## config.mk

```make
export PLATFORM = sky130hd
export DESIGN_NAME = mrs_front
export DESIGN_NICKNAME = d
export VERILOG_FILES = /design/src/rtl/core/mrs_pkg.sv /design/src/rtl/core/mrs_front.sv
export SDC_FILE = /design/constraint.sdc
export NUM_CORES = 1
export LEC_CHECK = 0
export BUFFER_PORTS_ARGS = -buffer_cell sky130_fd_sc_hd__buf_2
export CAP_MARGIN = 30
export CORE_AREA = 2 2 54 56
export DETAILED_ROUTE_END_ITERATION = 6
export DIE_AREA = 0 0 56 58
export PLACE_DENSITY = 0.92
export SYNTH_ARGS = -nofsm -noshare
export SYNTH_HDL_FRONTEND = slang
export SYNTH_SLANG_ARGS = --single-unit
```

## constraint.sdc

```tcl
create_clock -name vclk -period 1.2
set_input_delay 0.06 -clock vclk [all_inputs]
set_output_delay 0.06 -clock vclk [all_outputs]
set_load 0.02 [all_outputs]
```

## src/rtl/core/mrs_pkg.sv

```systemverilog
// Shared command codes, queue sizing and fixed field widths for the range-sum block.
package mrs_pkg;

    // Width of one index field of a request.
    localparam int IDX_W = 6;
    // Width of the value field of a request.
    localparam int VALUE_W = 16;
    // Width of the rectangle sum result.
    localparam int SUM_W = 28;

    // Depth of the queue between the front and the back.
    localparam int QUEUE_DEPTH = 2;
    localparam int QPTR_W = $clog2(QUEUE_DEPTH);

    // Command classes decided by the front.
    typedef logic [1:0] cmd_t;
    localparam cmd_t CMD_NOP   = 2'd0;  // write outside the matrix
    localparam cmd_t CMD_BAD   = 2'd1;  // query with corners out of order
    localparam cmd_t CMD_WRITE = 2'd2;
    localparam cmd_t CMD_QUERY = 2'd3;

    // Request opcodes.
    localparam logic OP_WRITE = 1'b0;
    localparam logic OP_QUERY = 1'b1;

endpackage

```

## src/rtl/core/mrs_front.sv

```systemverilog
// Front end: takes requests, clamps indices, classifies them and computes base addresses.
module mrs_front
    import mrs_pkg::*;
#(
    parameter int ROWS       = 64,
    parameter int COLS       = 64,
    parameter int DATA_WIDTH = 16,
    localparam int EW    = (DATA_WIDTH < VALUE_W) ? DATA_WIDTH : VALUE_W,
    localparam int RB    = (ROWS > 1) ? $clog2(ROWS) : 1,
    localparam int CB    = (COLS > 1) ? $clog2(COLS) : 1,
    localparam int DEPTH = ROWS * COLS,
    localparam int AW    = (DEPTH > 1) ? $clog2(DEPTH) : 1,
    localparam int EWIDTH = 2 + RB + 2 * CB + 1 + 2 * AW + EW
)
(
    input  logic                      in_valid,
    output logic                      in_ready,
    input  logic                      opcode,
    input  logic [IDX_W-1:0]          row_first,
    input  logic [IDX_W-1:0]          col_first,
    input  logic [IDX_W-1:0]          row_last,
    input  logic [IDX_W-1:0]          col_last,
    input  logic signed [VALUE_W-1:0] value,
    input  logic                      q_full,
    input  logic                      clearing,
    output logic                      q_push,
    output logic [EWIDTH-1:0]         q_data
);

    typedef struct packed {
        cmd_t                 cmd;
        logic [RB-1:0]        row;
        logic [CB-1:0]        col;
        logic [CB-1:0]        col_last;
        logic                 has_above;
        logic [AW-1:0]        addr_a;
        logic [AW-1:0]        addr_b;
        logic signed [EW-1:0] value;
    } entry_t;

    localparam logic [AW-1:0] COLS_A = AW'(COLS);

    logic [RB-1:0] r1_sat;
    logic [RB-1:0] r2_sat;
    logic [CB-1:0] c1_sat;
    logic [CB-1:0] c2_sat;
    logic [RB-1:0] row_a;
    logic [RB-1:0] row_b;
    logic          write_ok;
    logic          corners_bad;
    entry_t        entry;

    // Handshake: take a request when the queue has room and memories are cleared.
    assign in_ready = !q_full && !clearing;
    assign q_push   = in_valid && in_ready;

    // Clamp each coordinate to the last row or column of the matrix.
    always_comb
    begin
        r1_sat = (32'(row_first) >= ROWS) ? RB'(ROWS - 1) : RB'(row_first);
        r2_sat = (32'(row_last) >= ROWS) ? RB'(ROWS - 1) : RB'(row_last);
        c1_sat = (32'(col_first) >= COLS) ? CB'(COLS - 1) : CB'(col_first);
        c2_sat = (32'(col_last) >= COLS) ? CB'(COLS - 1) : CB'(col_last);
    end

    assign write_ok    = (32'(row_first) < ROWS) && (32'(col_first) < COLS);
    assign corners_bad = (r1_sat > r2_sat) || (c1_sat > c2_sat);

    // A write and a query bottom read share the first address; the second
    // address is the row just above the query rectangle.
    assign row_a = (opcode == OP_QUERY) ? r2_sat : r1_sat;
    assign row_b = (r1_sat == '0) ? '0 : (r1_sat - RB'(1));

    // Build the queue entry.
    always_comb
    begin
        entry.row       = r1_sat;
        entry.col       = c1_sat;
        entry.col_last  = c2_sat;
        entry.has_above = (r1_sat != '0);
        entry.addr_a    = AW'(AW'(row_a) * COLS_A + AW'(c1_sat));
        entry.addr_b    = AW'(AW'(row_b) * COLS_A + AW'(c1_sat));
        entry.value     = value[EW-1:0];
        unique case (opcode)
            OP_WRITE: entry.cmd = write_ok ? CMD_WRITE : CMD_NOP;
            OP_QUERY: entry.cmd = corners_bad ? CMD_BAD : CMD_QUERY;
            default:  entry.cmd = CMD_NOP;
        endcase
    end

    assign q_data = entry;

endmodule

```

==> reports/qor.tcl <==
set qor(violations) {negative setup slack}
set qor(stdcell_count) 197
set qor(finalSetupTns_ns) -0.128
set qor(tcrit_tclk_final) 1.03
set qor(worst_ir_drop_vdd_uv) 240
set qor(synth_area_leader_cell) {buf_4}
set qor(fmax_mhz) 810
set qor(route.detailed.drc) 0
set qor(row_count) 19
set qor(power_density_nw_per_um2) 462
set qor(number_of_instances_in_the_synthesized_netlist) 123
set qor(detailedRoute.firstIterationViolations) 3
set qor(post-place-cells) 195
set qor(leakage_power_summed_over_all_cells_uw) 0.000670
set qor(nClkBuffers) 0
set qor(grt_pass1_vias) 772
set qor(overflow) 0
set qor(post-synth-top-count-cell) {buf_4}
set qor(area_growth_syn_to_layout_pct) 38.2
set qor(vias_per_cell) 4.33
set qor(initial_core_utilization) 0.322
set qor(synth.distinct_cells) 20
set qor(wire_length_of_the_first_global_routing_pass_um) 3380
set qor(power_frac_clock) 0
set qor(pre_cts_slack_ns) -0.221
set qor(placedInstanceArea_um2) 1020
set qor(drv_slew) 0
set qor(dp_hpwl_um) 1920
set qor(synth.yosys.warnings) 0
set qor(grt.total_usage) 0.124
set qor(timing.max_cap.violations) 0
set qor(power.switching_fraction) 0.547
set qor(drive_above_1_share) 0.693
set qor(relSlewSlack) 0.831
set qor(comb_power_share) 1.000
set qor(core_um2) 2660
set qor(vias) 853
set qor(finalWorstPathRequiredPeriod_ns) 1.23
set qor(ant_nets) 0
set qor(gpl.final_weighted_congestion) 0.706
set qor(yosysSeqAreaShare) 0
set qor(port_buffers) 75
set qor(die_w_um) 56
set qor(die-area_um2) 3250
set qor(worst_slew_pin_slew_ns) 0.252
set qor(endpoint_kind) {output pin}
set qor(synth.top_cells.by_count) {47 x buf_4, 16 x inv_1, 13 x ha_1, 10 x nand2_1, 7 x nor2_1}
set qor(run_status) {finished with violations}
set qor(postLayoutCellArea_um2) 1180
set qor(min_path_cells) 0
set qor(drt-total-wl_um) 2280
set qor(crit_start) {row_first[1]}
set qor(timing.critical_path.from_type) {primary input}
set qor(insertedDiodeCount) 0
set qor(syn_area_per_cell_um2) 6.97
set qor(finalSetupViolations) 6
set qor(hold_path_class) {in -> out}
set qor(syn-num-nets) 180
set qor(register_area_um2) 0
set qor(routed_wire_length_per_instance_um) 11.5
set qor(holdCritStartpoint) {value[11]}
set qor(synth.top_cells.by_area) {buf_4 41%, ha_1 19%, inv_1 7.0%}
set qor(antenna_found_initial) 0
set qor(pin_count) 107
set qor(setup_repair_after_global_routing_missed_its_margin) {yes}
set qor(p_int_uw) 248
set qor(syn_area_um2) 857
set qor(die_height_um) 58
set qor(grt_max_degree) 12
set qor(fill_cells) 283
set qor(worst-path-max-fanout) 5
set qor(data_required_critical_path_ns) 1.14
set qor(final_net_count) 225
set qor(finalWorstSetupSlack_ns) -0.0342
set qor(timing.critical_path.arrival_ns) 1.17
set qor(layout.sequential_cells) 0
set qor(yosysTopAreaCellShare) 0.412
set qor(worst_hold_slack_ns) 0.120
set qor(hold_viol_final) 0
set qor(sequential_power_share) 0
set qor(crit_type) {in -> out}
set qor(switching_power_uw) 299
set qor(drt_pre_antenna_iters) 3
-- final timing paths --
kind | endpoint | slack [ns]
worst min-delay path | q_data[11] | 0.12
worst max-delay path | q_data[24] | -0.03
-- power groups by stage --
| stage | Sequential, uW | Combinational, uW | Clock [uW] |
|---|---|---|---|
| after floorplan | 0 | 403 | 0 |
| after detailed placement | 0 | 468 | 0 |
| final | 0 | 547 | 0 |
| after CTS | 0 | 527 | 0 |
| after global routing | 0 | 597 | 0 |
| after global placement | 0 | 461 | 0 |
-- per-stage QoR --
stage / utilization / power, uW
final: 0.445 / 547
after global routing: 0.445 / 597
after CTS: 0.432 / 527
after detailed placement: 0.383 / 468
after global placement: 0.383 / 461
after floorplan: - / 403
-- repair_timing --
action	4_1_cts	5_1_grt
pin swaps	8	12
buffers inserted	2	0
hold buffers	0	0
endpoints found under the setup margin	7	8
hold endpoints to repair	0	0
gates resized for setup	24	13
-- cells in the final DEF (no fill, tap or decap), types with 2 or more instances in the layout --
master	Yosys	routed
inv_4	0	2
xnor2_1	2	2
buf_4	47	19
ha_1	13	8
mux2_2	4	4
ha_4	0	5
nand2b_1	2	2
nor2_1	7	7
nor3_1	2	2
buf_2	1	66
inv_2	0	4
inv_1	16	10
nand3_1	2	2
a21oi_2	0	4
buf_6	0	5
nand4_1	2	2
o21ai_0	4	3
nand2_1	10	9
-- logic make-up after synthesis --
kind of cell / share of synthesized area
AND/OR/NAND/NOR: 0.166
XOR/XNOR: 0.0204
AO/OA/AOI/OAI: 0.0832
adder cells (fa/ha/maj): 0.190
multiplexers: 0.0526
buffers and inverters: 0.488
-- critical path: stages --
cell    delay (ns)
buf_8         0.11
inv_4         0.05
ha_4          0.12
or3b_4        0.40
nor3_4        0.20
nor2_1        0.07
buf_4         0.16
-- per-layer routing --
| layer | up-vias | share of wire | GRT usage |
|---|---|---|---|
| met5 | - | 0 | 0 |
| met4 | 0 | 0.0084 | 0.0102 |
| met3 | 4 | 0.086 | 0.00446 |
| met2 | 59 | 0.55 | 0.262 |
| met1 | 356 | 0.35 | 0.142 |
| li1 | 434 | - | - |
-- area by class of cell --
class              count  area [um^2]  area share
inverters             16         65.1      0.0549
well taps             31         38.8      0.0327
repair buffers        91          544       0.459
multi-input cells     59          537       0.453
Note: power is estimated with default switching activity, not from simulation.
