--- config.mk ---
export PLATFORM = sky130hd
export DESIGN_NAME = mrs_queue
export DESIGN_NICKNAME = d
export VERILOG_FILES = /design/src/rtl/core/mrs_pkg.sv /design/src/rtl/core/mrs_queue.sv
export SDC_FILE = /design/constraint.sdc
export NUM_CORES = 1
export LEC_CHECK = 0
export ABC_AREA = 1
export BUFFER_PORTS_ARGS = -buffer_cell sky130_fd_sc_hd__buf_4
export CAP_MARGIN = 20
export CORE_MARGIN = 1.5
export CORE_UTILIZATION = 45
export CTS_CLUSTER_DIAMETER = 150
export DETAILED_ROUTE_END_ITERATION = 8
export GPL_TIMING_DRIVEN = 0
export PLACE_DENSITY = 0.75
export SLEW_MARGIN = 15
export SYNTH_ARGS = -nofsm -noshare
export SYNTH_HDL_FRONTEND = slang
export SYNTH_SLANG_ARGS = --single-unit
--- constraint.sdc ---
create_clock -name clk -period 3.66 [get_ports clk]
set_clock_uncertainty 0.15 [all_clocks]
set_input_delay 0.549 -clock clk [delete_from_list [all_inputs] [get_ports clk]]
set_output_delay 0.549 -clock clk [all_outputs]
set_load 0.02 [all_outputs]
--- src/rtl/core/mrs_pkg.sv ---
// Shared command codes, queue sizing and fixed field widths for the range-sum block.
package mrs_pkg;

    // Width of one index field of a request.
    localparam int IDX_W = 6;
    // Width of the value field of a request.
    localparam int VALUE_W = 16;
    // Width of the rectangle sum result.
    localparam int SUM_W = 28;

    // Depth of the queue between the front and the back.
    localparam int QUEUE_DEPTH = 2;
    localparam int QPTR_W = $clog2(QUEUE_DEPTH);

    // Command classes decided by the front.
    typedef logic [1:0] cmd_t;
    localparam cmd_t CMD_NOP   = 2'd0;  // write outside the matrix
    localparam cmd_t CMD_BAD   = 2'd1;  // query with corners out of order
    localparam cmd_t CMD_WRITE = 2'd2;
    localparam cmd_t CMD_QUERY = 2'd3;

    // Request opcodes.
    localparam logic OP_WRITE = 1'b0;
    localparam logic OP_QUERY = 1'b1;

endpackage

--- src/rtl/core/mrs_queue.sv ---
// Short first-in first-out queue between the front and the back.
module mrs_queue
    import mrs_pkg::*;
#(
    parameter int WIDTH = 8
)
(
    input  logic             clk,
    input  logic             rst_n,
    input  logic             push,
    input  logic [WIDTH-1:0] push_data,
    output logic             full,
    output logic             pop_valid,
    input  logic             pop,
    output logic [WIDTH-1:0] pop_data
);

    logic [WIDTH-1:0]  slot_reg [QUEUE_DEPTH];
    logic [QPTR_W-1:0] wr_ptr_reg;
    logic [QPTR_W-1:0] wr_ptr_next;
    logic [QPTR_W-1:0] rd_ptr_reg;
    logic [QPTR_W-1:0] rd_ptr_next;
    logic [QPTR_W:0]   count_reg;
    logic [QPTR_W:0]   count_next;
    logic              do_pop;

    assign full      = (count_reg == (QPTR_W + 1)'(QUEUE_DEPTH));
    assign pop_valid = (count_reg != '0);
    assign do_pop    = pop && pop_valid;
    assign pop_data  = slot_reg[rd_ptr_reg];

    // Pointer and fill count update.
    always_comb
    begin
        wr_ptr_next = push ? (wr_ptr_reg + QPTR_W'(1)) : wr_ptr_reg;
        rd_ptr_next = do_pop ? (rd_ptr_reg + QPTR_W'(1)) : rd_ptr_reg;
        count_next  = count_reg;
        if (push && !do_pop)
        begin
            count_next = count_reg + (QPTR_W + 1)'(1);
        end
        else if (do_pop && !push)
        begin
            count_next = count_reg - (QPTR_W + 1)'(1);
        end
    end

    always_ff @(posedge clk or negedge rst_n)
    begin
        if (!rst_n)
        begin
            wr_ptr_reg <= '0;
            rd_ptr_reg <= '0;
            count_reg  <= '0;
        end
        else
        begin
            wr_ptr_reg <= wr_ptr_next;
            rd_ptr_reg <= rd_ptr_next;
            count_reg  <= count_next;
        end
    end

    // Entry storage.
    always_ff @(posedge clk)
    begin
        if (push)
        begin
            slot_reg[wr_ptr_reg] <= push_data;
        end
    end

endmodule

==> results of run 1 <==
final timing paths:
| check | start | to | slack, ns | cells past startpoint |
|---|---|---|---|---|
| hold reg to reg | count_reg[1] | count_reg[1] | 0.33 | 2 |
| max in group asynchronous | rst_n | rd_ptr_reg | 2.80 | 2 |
| setup / recovery | rd_ptr_reg | pop_data[1] | 1.73 | 5 |
| setup reg to reg | wr_ptr_reg | slot_reg[0][2] | 2.19 | 1 |
| hold / removal | push_data[7] | slot_reg[1][7] | 0.27 | 1 |
| min in group asynchronous | rst_n | wr_ptr_reg | 0.46 | 2 |
final cells by class:
type	count	area, um2	area share
sequential	20	581	0.565
multi-input combinational	41	188	0.183
timing repair buffer	22	168	0.163
tap	25	31.3	0.0305
inverter	7	28.8	0.0280
clock buffer	3	22.5	0.0219
buffer	1	5.00	0.00487
clock inverter	1	3.75	0.00365
power by group through the flow:
stage          sequential [mW]  clock [mW]  combinational, mW
4_1_cts                  0.333       0.106              0.356
5_1_grt                  0.340       0.112              0.386
6_report                 0.333       0.105              0.349
3_5_place_dp             0.339           0              0.354
2_1_floorplan            0.333           0              0.225
3_3_place_gp             0.335           0              0.346
routing by layer:
layer  up-vias  routed length [um]  GRT usage
met3         4                  57     0.0400
met4         0                  36      0.106
met5         -                   0          0
met1       249                 569      0.196
met2        14                 706      0.234
li1        275                   -          -
per-stage QoR:
| step | util | setup slack, ns | hold slack [ns] |
|---|---|---|---|
| after floorplan | - | 2.18 | 0.103 |
| after global placement | 0.580 | 1.92 | 0.198 |
| after detailed placement | 0.580 | 1.90 | 0.200 |
| after CTS | 0.601 | 1.71 | 0.275 |
| after global routing | 0.601 | 1.63 | 0.268 |
| final | 0.601 | 1.73 | 0.274 |
cell families after synthesis:
kind of cell               count (synthesis)
adders and majority gates                  1
buffers and inverters                      8
and+or+nand+nor                           38
DFF                                       20
xor gates and xnor gates                   2
critical path, delay by kind of cell, from the launching register on:
| kind | cells | cell delay [ns] |
|---|---|---|
| and+or+nand+nor | 2 | 0.12 |
| buffers and inverters | 3 | 0.44 |
| DFF | 1 | 0.37 |
repair_timing:
item                                   4_1_cts  5_1_grt
endpoints found under the hold margin        4        0
setup endpoints to repair                    0        0
hold buffers                                 1        0
buffers inserted                             0        0
cells in the final DEF (no fill, tap or decap), drive strengths merged:
cell type    instances
buf                 22
clkbuf               3
edfxtp              16
nand4                1
clkinv               1
xnor2                1
dlygate4sd3          1
ha                   1
nand2               33
nand3                2
xor2                 1
nor2                 2
dfrtp                4
inv                  7
==> flow_summary.toml, run 1 <==
[detailed_routing]
drtPass1Iterations = 4
drc = 0
drt-total-wl_um = 1370
antenna_left = 0
drtIter0Drc = 14
vias_per_cell = 4.52
routedWlPerCell_um = 11.4
dr_total_vias = 542

[min_path]
min_path_type = "primary input to register"

[power_and_ir_drop]
total_power_mw = 0.788
p_per_area_nw_per_um2 = 767
combPwrFrac = 0.444
peakVddDrop_v = 0.000456
power.leakage_nw = 0.481
p_sw_mw = 0.305
clkPwrFrac = 0.133
p_sw_frac = 0.387
p_int_mw = 0.483
sequentialPowerShare = 0.423

[global_route]
grt_max_degree = 12
grt_pass1_vias = 461
antenna_found_initial = 0
track_usage = 0.155
grt_overflow = 0
grt_pass1_wl_um = 2070

[sta]
max_freq_ghz = 0.518
timing.final.crit_share = 0.527
slew_viol_final = 0
hold_viol = 0
tightest_slew_ns = 0.676
rsz0062_at_grt = "false"
slew_headroom = 0.548
fin_setup_tns_ns = 0
period_needed_ns = 1.93
setup_viol = 0

[logic_synthesis]
yosys_warnings = 0
syn-instance-count = 69
yosysSeqAreaShare = 0.724
yosysUniqueCellTypes = 15
syn_nets = 82
syn_area_um2 = 802
synth.most_common_cell = "nand2_1"
synthTopCellsByCount = "nand2_1 (31), edfxtp_1 (16), inv_1 (5), dfrtp_1 (4)"
synth_seq_cells = 20
synth_compound_area_frac = 0
yosys.area_share.simple = 0.197
synth-edff-count = 16
synthXorXnorAreaFrac = 0.0218
post-synth-top-area-fraction = 0.599
async_flop_share = 0.200
synth_area_leaders = "edfxtp_1 (60%), nand2_1 (15%), dfrtp_1 (12%), inv_1 (2.3%), ha_1 (1.6%)"
yosysTopAreaCell = "edfxtp_1"
avgSynthCellArea_um2 = 11.6
synthAdderAreaFrac = 0.0156
muxShareOfSynthArea = 0
synth-main-ff-cell = "edfxtp_1"
synth_top_family_by_area = "simple AND/OR/NAND/NOR gates"

[floorplan]
die-area_um2 = 2040
io_pins = 22
die_w_um = 45.2
fp.coreArea_um2 = 1710
die_h_um = 45.2
initial_core_util = 0.470
rows = 15

[run_status]
status = "completed"

[cells_and_area]
largest_reg_flops = 16
drive_gt1_frac = 0.305
fillCellCount = 152
nets = 109
syn2layout_area_growth_pct = 28.1
design_area_um2 = 1030
diodes = 0
stdcell_count = 120

[worst_setup_path]
worstSetupStartpointType = "register"
crit_chain = "buf_2, inv_4, nand2_1, nand2_1, buf_4"
critical_path_class = "register to output pin"
cp_slowest_cell = "dfrtp_1"
path_common_cell = "nand2_1"
required_ns = 2.96
endpoint_kind = "output pin"
slowest_delay_ns = 0.37
critPathArrivalTime_ns = 1.23
cp_max_fo = 10

[place]
placed_area_um2 = 991
gp_congestion = 0.700
hpwl_um = 940
placedCellCount = 115
io_buffers = 21

[clock_tree]
cts_num_sinks = 20
cts_tree = "done"
clk_pin_slew_ns = 0.11
htreeDepth = 1
root_buffer = "clkbuf_4"
clkLatencyLatePin_ns = 0.30
cts_buffer_depth = 2
cts_resized = 0
cts_made_buffers = 3

[flow_run]
cap_violations = 0
(Power assumes the default switching activity.)
==> inputs of run 2 (changes only) <==
- ABC_AREA: 1 -> 0
- CORE_UTILIZATION: 45 -> 44
- PLACE_DENSITY: 0.75 -> 0.77
- clock period: 3.66 -> 1.6 ns (I/O delays scaled with it)
==> run 2 against run 1 <==
Net effect:
- the flow now finishes with violations (setup timing)
- area after synthesis is 2.8% lower
- utilization is 10 points higher
- sequential power is 130% higher
- flip-flop and latch count stayed put
- global-route usage is 1.5 points lower
- critical endpoint is now pop_data[0]
- largest cell class unchanged
- largest power group unchanged
==> flow_summary.toml, run 2 <==
[clock_tree]
root_buffer = "clkbuf_4"
cts_tree = "done"
cts_buffer_depth = 2
htreeDepth = 1
clk_pin_slew_ns = 0.10
cts_num_sinks = 20
clkLatencyLatePin_ns = 0.28
cts_made_buffers = 3

[cells_and_area]
final_core_util = 0.704
syn2layout_area_growth_pct = 52.6
nets = 95
seqCellArea_um2 = 581
largest_reg_flops = 16
fillCellCount = 123
drive_gt1_frac = 0.506
final_common_cell = "buf_4"
layout_common_cells = "buf_4 (17), edfxtp_1 (16), buf_6 (10), dlygate4sd3_1 (10), mux2_4 (8)"
stdcell_count = 98
diodes = 0
multi_input_area_um2 = 221

[power_and_ir_drop]
combPwrFrac = 0.499
clkPwrFrac = 0.115
p_sw_mw = 0.621
p_per_area_nw_per_um2 = 1670
total_power_mw = 1.99
peakVddDrop_v = 0.000858
sequentialPowerShare = 0.386
p_int_mw = 1.37
p_sw_frac = 0.312
power.leakage_nw = 0.509

[logic_synthesis]
synth_area_leaders = "edfxtp_1 (62%), dfrtp_1 (13%), mux2_2 (12%), xor2_1 (3.4%), xnor2_1 (2.2%)"
synthTopCellsByCount = "edfxtp_1 (16), mux2_2 (8), dfrtp_1 (4), xor2_1 (3), xnor2_1 (2)"
yosys_warnings = 0
synth-main-ff-cell = "edfxtp_1"
syn_nets = 54
async_flop_share = 0.200
avgSynthCellArea_um2 = 19.0
synth.most_common_cell = "edfxtp_1"
syn_area_um2 = 779
post-synth-top-area-fraction = 0.616
yosysUniqueCellTypes = 13
yosysSeqAreaShare = 0.745
synth_seq_cells = 20
yosysTopAreaCell = "edfxtp_1"
syn-instance-count = 41
synth-edff-count = 16

[global_route]
antenna_found_initial = 0
grt_max_degree = 12
grt_pass1_vias = 479
grt_pass1_wl_um = 1990
grt_overflow = 0
track_usage = 0.140

[detailed_routing]
vias_per_cell = 4.78
routedWlPerCell_um = 12.8
drt-total-wl_um = 1250
wl_met3_um = 63
antenna_left = 0
drtPass1Iterations = 2
dr_total_vias = 468
drtIter0Drc = 2
top_layer = "met3"
wl_met1_um = 521
drc = 0
wl_met2_um = 666

[worst_setup_path]
cp_max_fo = 5
endpoint_kind = "output pin"
r2r-start = "count_reg[1]"
worstSetupStartpointType = "register"
critPathArrivalTime_ns = 1.29
critical_path_class = "register to output pin"
required_ns = 1.21
crit_path_start = "rd_ptr_reg"

[run_status]
violations = "setup timing"
status = "complete, but fails checks"

[place]
hpwl_um = 773
placedCellCount = 79
gp_congestion = 0.689
io_buffers = 21

[floorplan]
fp.coreArea_um2 = 1690
die-area_um2 = 2030
die_w_um = 45.1
initial_core_util = 0.461
die_h_um = 45.1
io_pins = 22
rows = 15

[sta]
slew_headroom = 0.513
hold_viol = 0
fin_ws_ns = -0.0767
setup_viol = 8
period_needed_ns = 1.68
tightest_slew_ns = 0.729
hold_slack_ns = 0.0599
rsz0062_at_grt = "true"
slew_viol_final = 0
max_freq_ghz = 0.596
timing.final.crit_share = 1.05

[min_path]
min_from = "pop"
min_path_type = "primary input to register"

[flow_run]
cap_violations = 0
run 2: changes by cell type after synthesis, moves of 2 or more:
cell,delta
nand2_1,-31
mux2_2,+8
inv_1,-5
nand3_1,-2
xor2_1,+2
run 2: path summary, 6_finish.rpt:
kind	endpoint	slack, ns	depth (start not counted)
hold / removal	rd_ptr_reg	0.06	3
max in group asynchronous	wr_ptr_reg	1.08	2
setup / recovery	pop_data[0]	-0.08	3
hold reg to reg	wr_ptr_reg	0.34	1
min in group asynchronous	count_reg[1]	0.12	2
setup reg to reg	count_reg[1]	0.08	5
run 2: area by class of cell:
cell class | instances | share of cell area
Tap cell | 17 | 0.0179
Sequential cell | 20 | 0.488
Timing Repair Buffer | 36 | 0.277
Multi-Input combinational cell | 20 | 0.186
Buffer | 1 | 0.00946
Clock inverter | 1 | 0.00315
Clock buffer | 3 | 0.0189
run 2: power groups by stage:
stage / registers (mW) / clock network, mW / logic, mW
6_report: 0.767 / 0.229 / 0.993
5_1_grt: 0.776 / 0.258 / 1.07
4_1_cts: 0.780 / 0.234 / 0.951
3_5_place_dp: 0.778 / 0 / 0.720
3_3_place_gp: 0.771 / 0 / 0.705
2_1_floorplan: 0.764 / 0 / 0.483
run 2: stage by stage:
step                setup TNS (ns)  instance area [um2]  setup slack (ns)
global placement                 0                  958             0.110
CTS                         -0.567                 1170           -0.0820
detailed placement               0                  958            0.0764
floorplan                        0                  779             0.119
finish                      -0.542                 1190           -0.0767
global route                -0.865                 1190            -0.116
run 2: logic make-up after synthesis:
| logic type | synth area share |
|---|---|
| DFF | 0.745 |
| muxes | 0.116 |
| and+or+nand+nor | 0.0578 |
| xor gates and xnor gates | 0.0562 |
| buffers and inverters | 0.00963 |
| adders and majority gates | 0.0160 |
run 2: metal layers:
metal	track usage	vias up
li1	-	230
met3	0.0320	0
met2	0.260	14
met1	0.159	224
met4	0.0412	0
met5	0	-
run 2: repair_timing:
item,in CTS,in global routing
setup endpoints to repair,8,9
gates resized for setup,19,0
endpoints found under the hold margin,21,0
buffers inserted,2,2
hold buffers,10,0
gates cloned,1,0
run 2: critical path, stage by stage, from the launching register on:
cell	delay (ns)
dfrtp_1	0.42
buf_6	0.15
mux2_4	0.30
buf_6	0.13
